File: src/rtl/ipcp_pkg.sv
package ipcp_pkg;

  // Characters the parser reacts to.
  localparam logic [7:0] CH_NUL   = 8'h00;
  localparam logic [7:0] CH_DOT   = 8'h2E;
  localparam logic [7:0] CH_SLASH = 8'h2F;
  localparam logic [7:0] CH_ZERO  = 8'h30;
  localparam logic [7:0] CH_NINE  = 8'h39;
  localparam logic [7:0] CH_X     = 8'h78;

  localparam logic [2:0]  OCTET_MAX   = 3'd4;
  localparam logic [11:0] DEC_BASE    = 12'd10;
  localparam logic [11:0] FIELD_SAT   = 12'd256;
  localparam logic [11:0] OCTET_LIMIT = 12'd255;
  localparam logic [8:0]  PREFIX_MAX  = 9'd32;

  // Configuration space: one register, byte address 0.
  localparam int unsigned CFG_ADDR_W  = 3;
  localparam logic        REG_REQ_NET = 1'b0;

  localparam int unsigned OUT_DATA_W = 40;

  typedef enum logic [2:0] {
    PH_ADDR   = 3'b001,
    PH_PREFIX = 3'b010,
    PH_DONE   = 3'b100
  } phase_t;

  typedef enum logic [1:0] {
    ST_OK       = 2'd0,
    ST_INVALID  = 2'd1,
    ST_HOSTBITS = 2'd2,
    ST_HEX      = 2'd3
  } status_t;

  typedef struct packed {
    logic [31:0] addr;
    logic [2:0]  cnt;
    logic [8:0]  fv;
    logic        seen;
    phase_t      phase;
    logic [1:0]  pos;
    status_t     err;
  } parse_state_t;

  typedef struct packed {
    status_t     status;
    logic [5:0]  plen;
    logic [31:0] addr;
  } parse_result_t;

endpackage

File: src/rtl/ipcp_parse.sv
module ipcp_parse
  import ipcp_pkg::*;
(
  input  parse_state_t  st_i,
  input  logic [7:0]    char_i,
  input  logic          req_net_i,
  output parse_state_t  st_o,
  output parse_result_t res_o
);

  // Place the current field into the address and start the next one.
  function automatic parse_state_t commit(parse_state_t s);
    parse_state_t r;
    r = s;
    if (s.cnt >= OCTET_MAX) begin
      r.err = ST_INVALID;
    end else begin
      r.addr = s.addr | ({24'd0, s.fv[7:0]} << {~s.cnt[1:0], 3'b000});
      r.cnt  = s.cnt + 3'd1;
      r.fv   = '0;
      r.seen = 1'b0;
    end
    return r;
  endfunction

  function automatic parse_state_t end_address(parse_state_t s);
    parse_state_t r;
    r = s;
    if (s.seen) begin
      r = commit(s);
    end else if (s.cnt == 3'd0) begin
      r.err = ST_INVALID;
    end
    return r;
  endfunction

  function automatic parse_state_t finish(parse_state_t s);
    parse_state_t r;
    r = s;
    if (s.err == ST_OK) begin
      if (s.phase == PH_ADDR) begin
        r    = end_address(s);
        r.fv = {3'b000, r.cnt, 3'b000};
      end else if (s.phase == PH_PREFIX) begin
        if (!s.seen || s.fv > PREFIX_MAX) r.err = ST_INVALID;
      end
    end
    r.phase = PH_DONE;
    return r;
  endfunction

  function automatic parse_state_t take_digit(parse_state_t s, logic [3:0] d);
    parse_state_t r;
    logic [11:0]  v;
    r = s;
    v = 12'(s.fv) * DEC_BASE + 12'(d);
    if (v > FIELD_SAT) v = FIELD_SAT;
    r.fv   = v[8:0];
    r.seen = 1'b1;
    if (s.phase == PH_ADDR && v > OCTET_LIMIT) r.err = ST_INVALID;
    return r;
  endfunction

  function automatic parse_state_t char_step(parse_state_t s, logic [7:0] c);
    parse_state_t r;
    logic         is_digit;
    logic [7:0]   dv;
    r        = s;
    is_digit = (c >= CH_ZERO) && (c <= CH_NINE);
    dv       = c - CH_ZERO;
    if (c == CH_NUL) begin
      r = finish(s);
    end else begin
      if (s.phase == PH_ADDR) begin
        if (s.pos == 2'd1 && c == CH_X && s.seen && s.fv == 9'd0 && s.cnt == 3'd0) begin
          r.err = ST_HEX;
        end else if (is_digit) begin
          r = take_digit(s, dv[3:0]);
        end else if (c == CH_DOT) begin
          if (!s.seen || s.cnt >= OCTET_MAX - 3'd1) r.err = ST_INVALID;
          else r = commit(s);
        end else if (c == CH_SLASH) begin
          r       = end_address(s);
          r.phase = PH_PREFIX;
          r.fv    = '0;
          r.seen  = 1'b0;
        end else begin
          r.err = ST_INVALID;
        end
      end else begin
        if (is_digit) r = take_digit(s, dv[3:0]);
        else r.err = ST_INVALID;
      end
      if (s.pos < 2'd2) r.pos = s.pos + 2'd1;
    end
    return r;
  endfunction

  logic          live;
  logic          open_after;
  parse_state_t  s_char;
  parse_state_t  s_fin;
  logic [31:0]   host_mask;
  logic [5:0]    plen;

  assign live       = (st_i.phase == PH_ADDR || st_i.phase == PH_PREFIX) && st_i.err == ST_OK;
  assign open_after = (s_char.phase == PH_ADDR || s_char.phase == PH_PREFIX);

  always_comb begin
    s_char = st_i;
    if (live) begin
      s_char = char_step(st_i, char_i);
    end else if (char_i == CH_NUL) begin
      s_char.phase = PH_DONE;
    end
  end

  assign s_fin     = open_after ? finish(s_char) : s_char;
  assign st_o      = s_char;
  assign plen      = s_fin.fv[5:0];
  assign host_mask = 32'hFFFF_FFFF >> plen;

  always_comb begin
    res_o.status = s_fin.err;
    res_o.plen   = plen;
    res_o.addr   = s_fin.addr;
    if (s_fin.err == ST_OK && req_net_i && (s_fin.addr & host_mask) != 32'd0) begin
      res_o.status = ST_HOSTBITS;
    end
    if (res_o.status != ST_OK) begin
      res_o.plen = '0;
      res_o.addr = '0;
    end
  end

endmodule

File: src/rtl/ipv4_cidr_text_parser.sv
// IPv4 dotted-decimal text parser with an optional CIDR prefix length. Each input
// transaction carries one character in in_tdata, and in_tlast marks the last character
// of a text; a NUL character ends the text early and what follows it up to in_tlast is
// ignored. For every text exactly one result transaction comes out, after the in_tlast
// transaction, holding the address (first octet in bits 31..24), the prefix length
// (given, or eight times the number of octets) and a status: 0 ok, 1 invalid, 2 host
// bits set below the prefix while require_network is 1, 3 a hexadecimal "0x" form.
// Address and prefix length are zero whenever the status is not ok. The block takes one
// character per clock cycle with no gaps unless a last character is held back by a
// pending result: each character lands in an input register, and a single registered
// parse step updates the state and, on the last character, loads the result register,
// which drives out_tvalid. A result waiting on out_tready only stalls input once the last
// character of the next text needs the result register. require_network is written
// through the APB port at address 0 and should only be changed while no text is open.
module ipv4_cidr_text_parser
  import ipcp_pkg::*;
(
  input  logic                  clk,
  input  logic                  rst_n,

  input  logic                  in_tvalid,
  output logic                  in_tready,
  input  logic [7:0]            in_tdata,   // [7:0] text_char
  input  logic                  in_tlast,   // end_of_text

  output logic                  out_tvalid,
  input  logic                  out_tready,
  output logic [OUT_DATA_W-1:0] out_tdata,  // [31:0] address, [37:32] prefix_length,
                                            // [39:38] status

  input  logic                  cfg_psel,
  input  logic                  cfg_penable,
  input  logic                  cfg_pwrite,
  input  logic [CFG_ADDR_W-1:0] cfg_paddr,
  input  logic [31:0]           cfg_pwdata,
  output logic [31:0]           cfg_prdata,
  output logic                  cfg_pready
);

  // Configuration register. pready is tied high, so each access completes at once.
  logic req_net_r;
  logic cfg_wr;

  assign cfg_pready = 1'b1;
  assign cfg_wr     = cfg_psel && cfg_penable && cfg_pwrite && cfg_pready
                      && (cfg_paddr[2] == REG_REQ_NET);
  assign cfg_prdata = (cfg_paddr[2] == REG_REQ_NET) ? {31'd0, req_net_r} : 32'd0;

  always_ff @(posedge clk) begin
    if (!rst_n) begin
      req_net_r <= 1'b0;
    end else if (cfg_wr) begin
      req_net_r <= cfg_pwdata[0];
    end
  end

  // Input register holding one character.
  logic       s1_valid_r;
  logic [7:0] s1_char_r;
  logic       s1_eot_r;

  // Output register.
  logic          out_valid_r;
  parse_result_t out_res_r;

  parse_state_t  st_r;
  parse_state_t  st_nxt;
  parse_state_t  st_char;
  parse_result_t res;

  logic out_free;
  logic s1_go;

  // The parse step retires the held character unless it is a last character whose
  // result cannot be written because the previous result is still pending.
  assign out_free  = !out_valid_r || out_tready;
  assign s1_go     = s1_valid_r && (!s1_eot_r || out_free);
  assign in_tready = !s1_valid_r || s1_go;

  always_ff @(posedge clk) begin
    if (!rst_n) begin
      s1_valid_r <= 1'b0;
    end else if (in_tready) begin
      s1_valid_r <= in_tvalid;
    end
  end

  always_ff @(posedge clk) begin
    if (in_tvalid && in_tready) begin
      s1_char_r <= in_tdata;
      s1_eot_r  <= in_tlast;
    end
  end

  ipcp_parse u_parse (
    .st_i      (st_r),
    .char_i    (s1_char_r),
    .req_net_i (req_net_r),
    .st_o      (st_char),
    .res_o     (res)
  );

  // The last character of a text returns the parse state to its starting point.
  always_comb begin
    st_nxt = st_char;
    if (s1_eot_r) begin
      st_nxt = '{addr: '0, cnt: '0, fv: '0, seen: 1'b0, phase: PH_ADDR, pos: '0, err: ST_OK};
    end
  end

  always_ff @(posedge clk) begin
    if (!rst_n) begin
      st_r <= '{addr: '0, cnt: '0, fv: '0, seen: 1'b0, phase: PH_ADDR, pos: '0, err: ST_OK};
    end else if (s1_go) begin
      st_r <= st_nxt;
    end
  end

  always_ff @(posedge clk) begin
    if (!rst_n) begin
      out_valid_r <= 1'b0;
    end else if (s1_go && s1_eot_r) begin
      out_valid_r <= 1'b1;
    end else if (out_tready) begin
      out_valid_r <= 1'b0;
    end
  end

  always_ff @(posedge clk) begin
    if (s1_go && s1_eot_r) begin
      out_res_r <= res;
    end
  end

  assign out_tvalid = out_valid_r;
  assign out_tdata  = {out_res_r.status, out_res_r.plen, out_res_r.addr};

  // An error result never carries an address or a prefix length.
  a_err_zero: assert property (@(posedge clk) disable iff (!rst_n)
    out_valid_r && out_res_r.status != ST_OK |-> out_res_r.addr == 32'd0
      && out_res_r.plen == 6'd0)
    else $error("error result with nonzero address or prefix length");

  // A good result has a prefix length of at most 32.
  a_plen_range: assert property (@(posedge clk) disable iff (!rst_n)
    out_valid_r && out_res_r.status == ST_OK |-> out_res_r.plen <= 6'd32)
    else $error("prefix length above 32 on a good result");

  // Host bits are only reported while the network check is enabled.
  a_host_cfg: assert property (@(posedge clk) disable iff (!rst_n)
    out_valid_r && out_res_r.status == ST_HOSTBITS |-> req_net_r)
    else $error("host bits status without require_network");

  // Retiring the last character of a text clears the parse state and posts a result.
  a_text_clear: assert property (@(posedge clk) disable iff (!rst_n)
    s1_go && s1_eot_r |=> st_r.phase == PH_ADDR && st_r.err == ST_OK
      && st_r.cnt == 3'd0 && out_valid_r)
    else $error("parse state not cleared after end of text");

  // No more than four octets are ever collected.
  a_cnt_range: assert property (@(posedge clk) disable iff (!rst_n)
    st_r.cnt <= OCTET_MAX)
    else $error("octet count above four");

endmodule
File: config.mk
export PLATFORM = sky130hd
export DESIGN_NAME = ipv4_cidr_text_parser
export DESIGN_NICKNAME = d
export VERILOG_FILES = /design/src/rtl/ipcp_pkg.sv /design/src/rtl/ipcp_parse.sv /design/src/rtl/ipv4_cidr_text_parser.sv
export SDC_FILE = /design/constraint.sdc
export NUM_CORES = 1
export LEC_CHECK = 0
export BUFFER_PORTS_ARGS = -buffer_cell sky130_fd_sc_hd__buf_4
export CORE_UTILIZATION = 53
export CTS_BUF_LIST = sky130_fd_sc_hd__clkbuf_4 sky130_fd_sc_hd__clkbuf_8
export CTS_CLUSTER_SIZE = 12
export DETAILED_ROUTE_END_ITERATION = 10
export HOLD_SLACK_MARGIN = 0.03
export PLACE_DENSITY = 0.79
export SYNTH_ARGS = -nofsm -noshare
export SYNTH_HDL_FRONTEND = slang
export SYNTH_SLANG_ARGS = --single-unit
File: constraint.sdc
create_clock -name clk -period 5.12 [get_ports clk]
set_clock_uncertainty 0.05 [all_clocks]
set_input_delay 0.768 -clock clk [delete_from_list [all_inputs] [get_ports clk]]
set_output_delay 0.768 -clock clk [all_outputs]
set_load 0.03 [all_outputs]
* Yosys cells after proc, flatten, opt, wreduce, memory -nomap -nowiden *
Cells that the tools add are included.

storage, ports and cells
  word-level logic and storage cells = 143
  register bits after elaboration = 104
  output and inout bits = 75

cells by class
  $mul = 1
  reduce and logical (&&, ||, !) cells = 39
  bitwise logic cells = 6
  magnitude comparators = 11
  shifts and indexed selects = 3
  equality and inequality tests = 8
  $add $sub $neg = 5
  muxes and demuxes = 55

operators with widths
  operator                                                                count
  52-bit 2-to-1 mux                                                       8
  50-bit 2-to-1 mux                                                       7
  45-bit 2-to-1 mux                                                       4
  12-bit 2-to-1 mux                                                       9
  32-bit bitwise OR                                                       2
  8-bit by 5-bit left shift with 32-bit output                            2
  2-bit 2-to-1 mux                                                        20
  32-bit bitwise AND                                                      1
  32-bit nonzero test                                                     1
  32-bit by 6-bit >> shifter with 32-bit output (first input constant)    1
  12-bit by 8-bit > comparator with 1-bit output (second input constant)  2
  9-bit by 6-bit > comparator with 1-bit output (second input constant)   2
  8-bit by 6-bit equality test with 1-bit output (second input constant)  2
  1-bit logical AND                                                       16
  15-bit 2-to-1 mux                                                       1
  12-bit by 4-bit adder with 12-bit output                                1
  12-bit by 9-bit > comparator with 1-bit output (second input constant)  1
  9-bit by 3-bit multiplier with 11-bit output (second input constant)    1
  9-bit logical NOT                                                       1
  8-bit by 7-bit equality test with 1-bit output (second input constant)  1
  8-bit by 6-bit >= comparator with 1-bit output (second input constant)  1
  8-bit by 6-bit <= comparator with 1-bit output (second input constant)  1
  8-bit logical NOT                                                       1
  1-bit logical OR                                                        8
  other kinds (18)                                                        34

* Depth between registers and ports, before layout *
  depth after elaboration = 32
  gate-level depth with buffers = 21

* By module *
Synthesis repeated with hierarchy kept, for this count alone.

second synthesis, totals
  cell total of the unflattened synthesis = 749
  area, all modules = 6984.2 um2

modules (own cells, without submodules)
  module                 area an instance (um2)  instances  sequential area each (um2)  cells each
  ipv4_cidr_text_parser  3515.9                  1          2572.5                      221
  ipcp_parse             3468.3                  1          0.0                         528

* Worst setup path before layout *
Ideal clock, no wire load.

  path type = register to register
  start = register st_r[11] (netlist bit)
  end = register out_res_r, in the netlist out_tdata[39], data pin
  required time = 4805 ps
  library setup time = 265 ps
  slack = 246 ps
  arrival = 4559 ps
  stages on the path, launching flop included = 18
  period minus slack after synthesis = 4874 ps
  cells stage by stage = dfxtp_1 ha_1 ha_1 inv_1 fa_1 nand2b_2 a2111o_1 o311ai_2 nand4_2 a211oi_4 o211ai_2 a21oi_2 mux2i_4 o21ai_1 a2111o_1 o31ai_4 buf_6 a31oi_1

RTL lines
  element                   line                          source
  start: declaration        ipv4_cidr_text_parser.sv:66   parse_state_t st_r;
  start signal: assignment  ipv4_cidr_text_parser.sv:113  st_r <= '{addr: '0, cnt: '0, fv: '0, seen: 1'b0, phase: PH_ADDR, pos: '0, err: ST_OK};
  start signal: assignment  ipv4_cidr_text_parser.sv:115  st_r <= st_nxt;
  end signal: assignment    ipv4_cidr_text_parser.sv:131  out_res_r <= res;
  end: declaration          ipv4_cidr_text_parser.sv:64   parse_result_t out_res_r;

* Worst setup path after layout *
  start = register st_r[11] (netlist bit)
  end = register out_res_r, in the netlist out_tdata[15], data pin

on the way
  word-level cells in the longest chain between the ends = 27
  elaborated cells between the ends (all ways) = 78
  classes of those cells = 2 x add/sub; 1 x mul; 6 x order compare; 2 x eq/ne; 3 x shift; 44 x mux; 4 x bitwise; 16 x reduce/logical

ends and longest elaborated chain
  element                                                                                line                                                  source
  9-bit by 3-bit multiplier with 11-bit output                                           ipcp_parse.sv:56                                      v = 12'(s.fv) * DEC_BASE + 12'(d);
  12-bit by 4-bit adder with 12-bit output                                               ipcp_parse.sv:56
  12-bit by 9-bit > comparator with 1-bit output                                         ipcp_parse.sv:57                                      if (v > FIELD_SAT) v = FIELD_SAT;
  12-bit 2-to-1 mux                                                                      ipcp_parse.sv:57
  12-bit 2-to-1 mux                                                                      ipcp_parse.sv:77, ipcp_parse.sv:91
  12-bit 2-to-1 mux                                                                      ipcp_parse.sv:75                                      if (s.pos == 2'd1 && c == CH_X && s.seen && s.fv == 9'd0 && s.cnt == 3'd0) begin
  12-bit 2-to-1 mux                                                                      ipcp_parse.sv:74                                      if (s.phase == PH_ADDR) begin
  12-bit 2-to-1 mux                                                                      ipcp_parse.sv:71                                      if (c == CH_NUL) begin
  [7 not listed]                                                                         -
  52-bit 2-to-1 mux                                                                      ipcp_parse.sv:71
  4-bit 2-to-1 mux                                                                       ipcp_parse.sv:111                                     if (live) begin
  2-bit 2-to-1 mux, on equally long branches                                             ipcp_parse.sv:45, ipcp_parse.sv:15, ipcp_parse.sv:31
  2-bit 2-to-1 mux, on equally long branches                                             ipcp_parse.sv:44, ipcp_parse.sv:29
  2-bit 2-to-1 mux                                                                       ipcp_parse.sv:41                                      if (s.phase == PH_ADDR) begin
  52-bit 2-to-1 mux                                                                      ipcp_parse.sv:40                                      if (s.err == ST_OK) begin
  52-bit 2-to-1 mux (*)                                                                  ipcp_parse.sv:118                                     assign s_fin = open_after ? finish(s_char) : s_char;
  branches (longest 5 deep; another with 32-bit by 6-bit >> shifter with 32-bit output)  -

Every way passes the cells marked *. The select of a mux whose other input is x is not followed.
A chain may end at the register's enable or synchronous reset.

==> results.tsv <==
metric	value	unit
clk_lat worst skew	0.39	ns
register bit total from synthesis	104	
setup tns final	0	ns
FP Rows	42	
Top Metal Used	met4	
final non-filler cell total	1149	
H-tree Lvls	3	
Nets	1045	
number of global-route vias before repair	6464	
final-layout fill cell count	1172	
Post-synth ARST share	0	%
CTS tree	built	
Crit Path Max Fanout	9	
top_reg_cell synth	dfxtp_1	
port bufs	60	
Die Y	120	um
First DRT Iteration DRCs	808	
Netlist Area Pre-Place	7430	sq um
post-synthesis xor/xnor area fraction	2.14	%
GRT Util Overall	29.2	%
die width	120	um
placed cell area	8230	sq um
most common cell after layout, fill and taps aside	buf_4	
Final Critical Period	5.09	ns
synth unique cells	91	
share of layout cells above drive strength 1	20.3	%
placed cell count	1123	
CTS Buf Count	9	
CTS max path bufs	2	
largest family of logic cells by synthesized area	compound AO/OA/AOI/OAI gates	
routed via count	7173	
Via density	6.24	
compound-gate portion of the synthesized area	26.3	%
total power	1.56	mW
I/O Pins	126	
Slew @ Worst Pin	0.868	ns
die area	14500	sq um
starting density of the core	55.2	%
wl on met1	8990	um
ANT cells	0	
CTS sink count	104	
Layout area overhead	15.6	%
Crit path required time	5.23	ns
Finished Cell Area	8580	sq um
DRT Pass-1 Iters	6	
critical path endpoint category	flop	
metal2 WL	9590	um
final slew viol count	0	
crit start category	flop	
outcome	complete, no violations	
fmax	0.196	GHz
Post-DP HPWL	15500	um
CTS root buffer	clkbuf_8	
period utilization	99.5	%
commonest cells after routing, fill and taps aside	buf_4, nor2_1, a21oi_1	
ANT nets after route	0	
Synth Area in Simple Gates	23.1	%
Met3 Wirelength	1990	um
# setup viols final	0	
Final Hold Viols	0	
GRT Residual Overflow	0	
VDD IR max	0.000190	V
adder-cell share of the synthesized area	4.58	%
multiplexer share of the synthesized area	1.38	%
Static Leakage	3.43	nW
largest net degree at the start of global routing	42	
Final Util	63.8	%
Synth warnings	0	
Routability Congestion	0.995	
initial antenna violation count	0	
final WL	21300	um
Tightest Hold Check Type	reg -> reg	
Core ar.	13500	sq um
drt wl/cell	18.5	um
DRC	0	
Setup CP Type	reg -> reg	
Clk pin slew, worst setup/hold paths	0.10	ns
Crit path arrival time	5.20	ns
pwr dens	181	nW/um^2
EDFF count, synth	49	
max_slew headroom	41.9	%
max_cap viols	0	
global-route wire length before repair	33000	um
sequential share of the synthesized area	34.6	%
Avg Inst Size Synth	8.45	sq um
Synth Instances	879	
final cells by class:
class                   count  area (sq um)  area share, %
clock buffers              11           139           1.62
clock inverters             5          38.8          0.452
repair buffers            130          1070           12.4
flip-flops and latches    104          2570           30.0
well taps                 176           220           2.57
multi-input cells         698          4450           51.9
inverters                  25          93.8           1.09
cells in the mapped netlist (4+ instances only):
library cell  number  share of area, %
a21o_1            12               1.2
a31oi_1           24               2.0
mux2i_1            8               1.1
a22oi_1           14               1.4
o22ai_1            4              0.34
a211oi_1           8              0.81
nor4_1            11              0.93
o211ai_1           9              0.91
o21ai_1            7              0.47
a21boi_0           4              0.40
nand3_2            9               1.2
and3_1             7              0.59
buf_6              4              0.61
nand2b_1           7              0.59
xnor2_1            7              0.83
or3_1              8              0.67
nor2b_1           33               2.8
o21ai_0           55               3.7
o2111ai_1          5              0.59
nand2_1           38               1.9
a21oi_1           77               5.2
clkbuf_1          27               1.4
edfxtp_1          49                20
ha_1              24               4.0
and4b_1            7              0.94
and2_1            11              0.93
o31a_1             5              0.59
inv_1             25               1.3
buf_4             34               3.4
buf_2             14              0.94
o21a_1            13               1.3
a211o_1            5              0.59
dfxtp_1           55                15
nor3_1            23               1.5
nand3_1           38               2.6
nor2_1           110               5.6
worst max-delay path: stages, from the launching register on:
cell and delay [ns]:
dfxtp_1 0.33, ha_1 0.27, ha_2 0.19, inv_1 0.07, fa_2 0.42, nand2b_2 0.24, a2111o_1 0.40, o311ai_2 0.12
nand4_2 0.18, a211oi_4 0.28, buf_6 0.15, buf_12 0.11, nor2_1 0.06, o21ai_0 0.53, nand3_1 0.22, a221oi_1 0.46
a2111o_1 0.23, o31ai_4 0.07, buf_4 0.15, clkbuf_16 0.15, and4b_1 0.18
worst paths after layout:
kind                  from       endpoint  slack [ns]  depth (start not counted)
setup reg to reg  st_r[11]  out_tdata[15]        0.03                         20
setup / recovery  st_r[11]  out_tdata[15]        0.03                         20
hold reg to reg   st_r[44]       st_r[44]        0.42                          2
hold / removal    st_r[44]       st_r[44]        0.42                          2
flip-flops by register name, indices dropped and copies added, names as in the netlist:
| register | flops |
|---|---|
| s1_valid_r | 1 |
| st_r | 52 |
| out_tvalid | 1 |
| s1_char_r | 8 |
| req_net_r | 1 |
| s1_eot_r | 1 |
| out_tdata | 40 |
cell families (layout without fill, tap and decap cells):
family,Yosys count,count (layout)
DFF,104,104
xor gates and xnor gates,14,14
buffers and inverters,107,171
other,2,32
AOI/OAI and AO/OA,290,290
adders and majority gates,26,26
and+or+nand+nor,327,327
muxes,9,9
power by group:
| group | internal, mW | leakage (nW) | total [mW] | switching, mW |
|---|---|---|---|---|
| sequential | 0.878 | 0.936 | 0.888 | 0.00979 |
| combinational | 0.0511 | 2.40 | 0.175 | 0.124 |
| clock | 0.193 | 0.0968 | 0.495 | 0.302 |
repair_timing:
item	CTS	global route
pin swaps	1	6
gates cloned	0	3
endpoints found under the setup margin	38	38
hold endpoints to repair	0	0
buffers inserted	0	7
hold buffers	0	0
gates resized for setup	5	24
stage by stage:
step | hold WS (ns) | worst slack (ns)
2_1_floorplan | 0.388 | 0.246
3_3_place_gp | 0.396 | -0.0177
3_5_place_dp | 0.405 | -0.110
4_1_cts | 0.427 | 0.0120
5_1_grt | 0.456 | -0.0350
6_report | 0.424 | 0.0261
routing by layer:
layer,vias to the layer above,track usage (%)
met5,-,0
met4,0,12.2
met3,67,6.37
met2,402,45.5
met1,3335,39.2
li1,3369,-
Power figures use the tool's default switching activity.
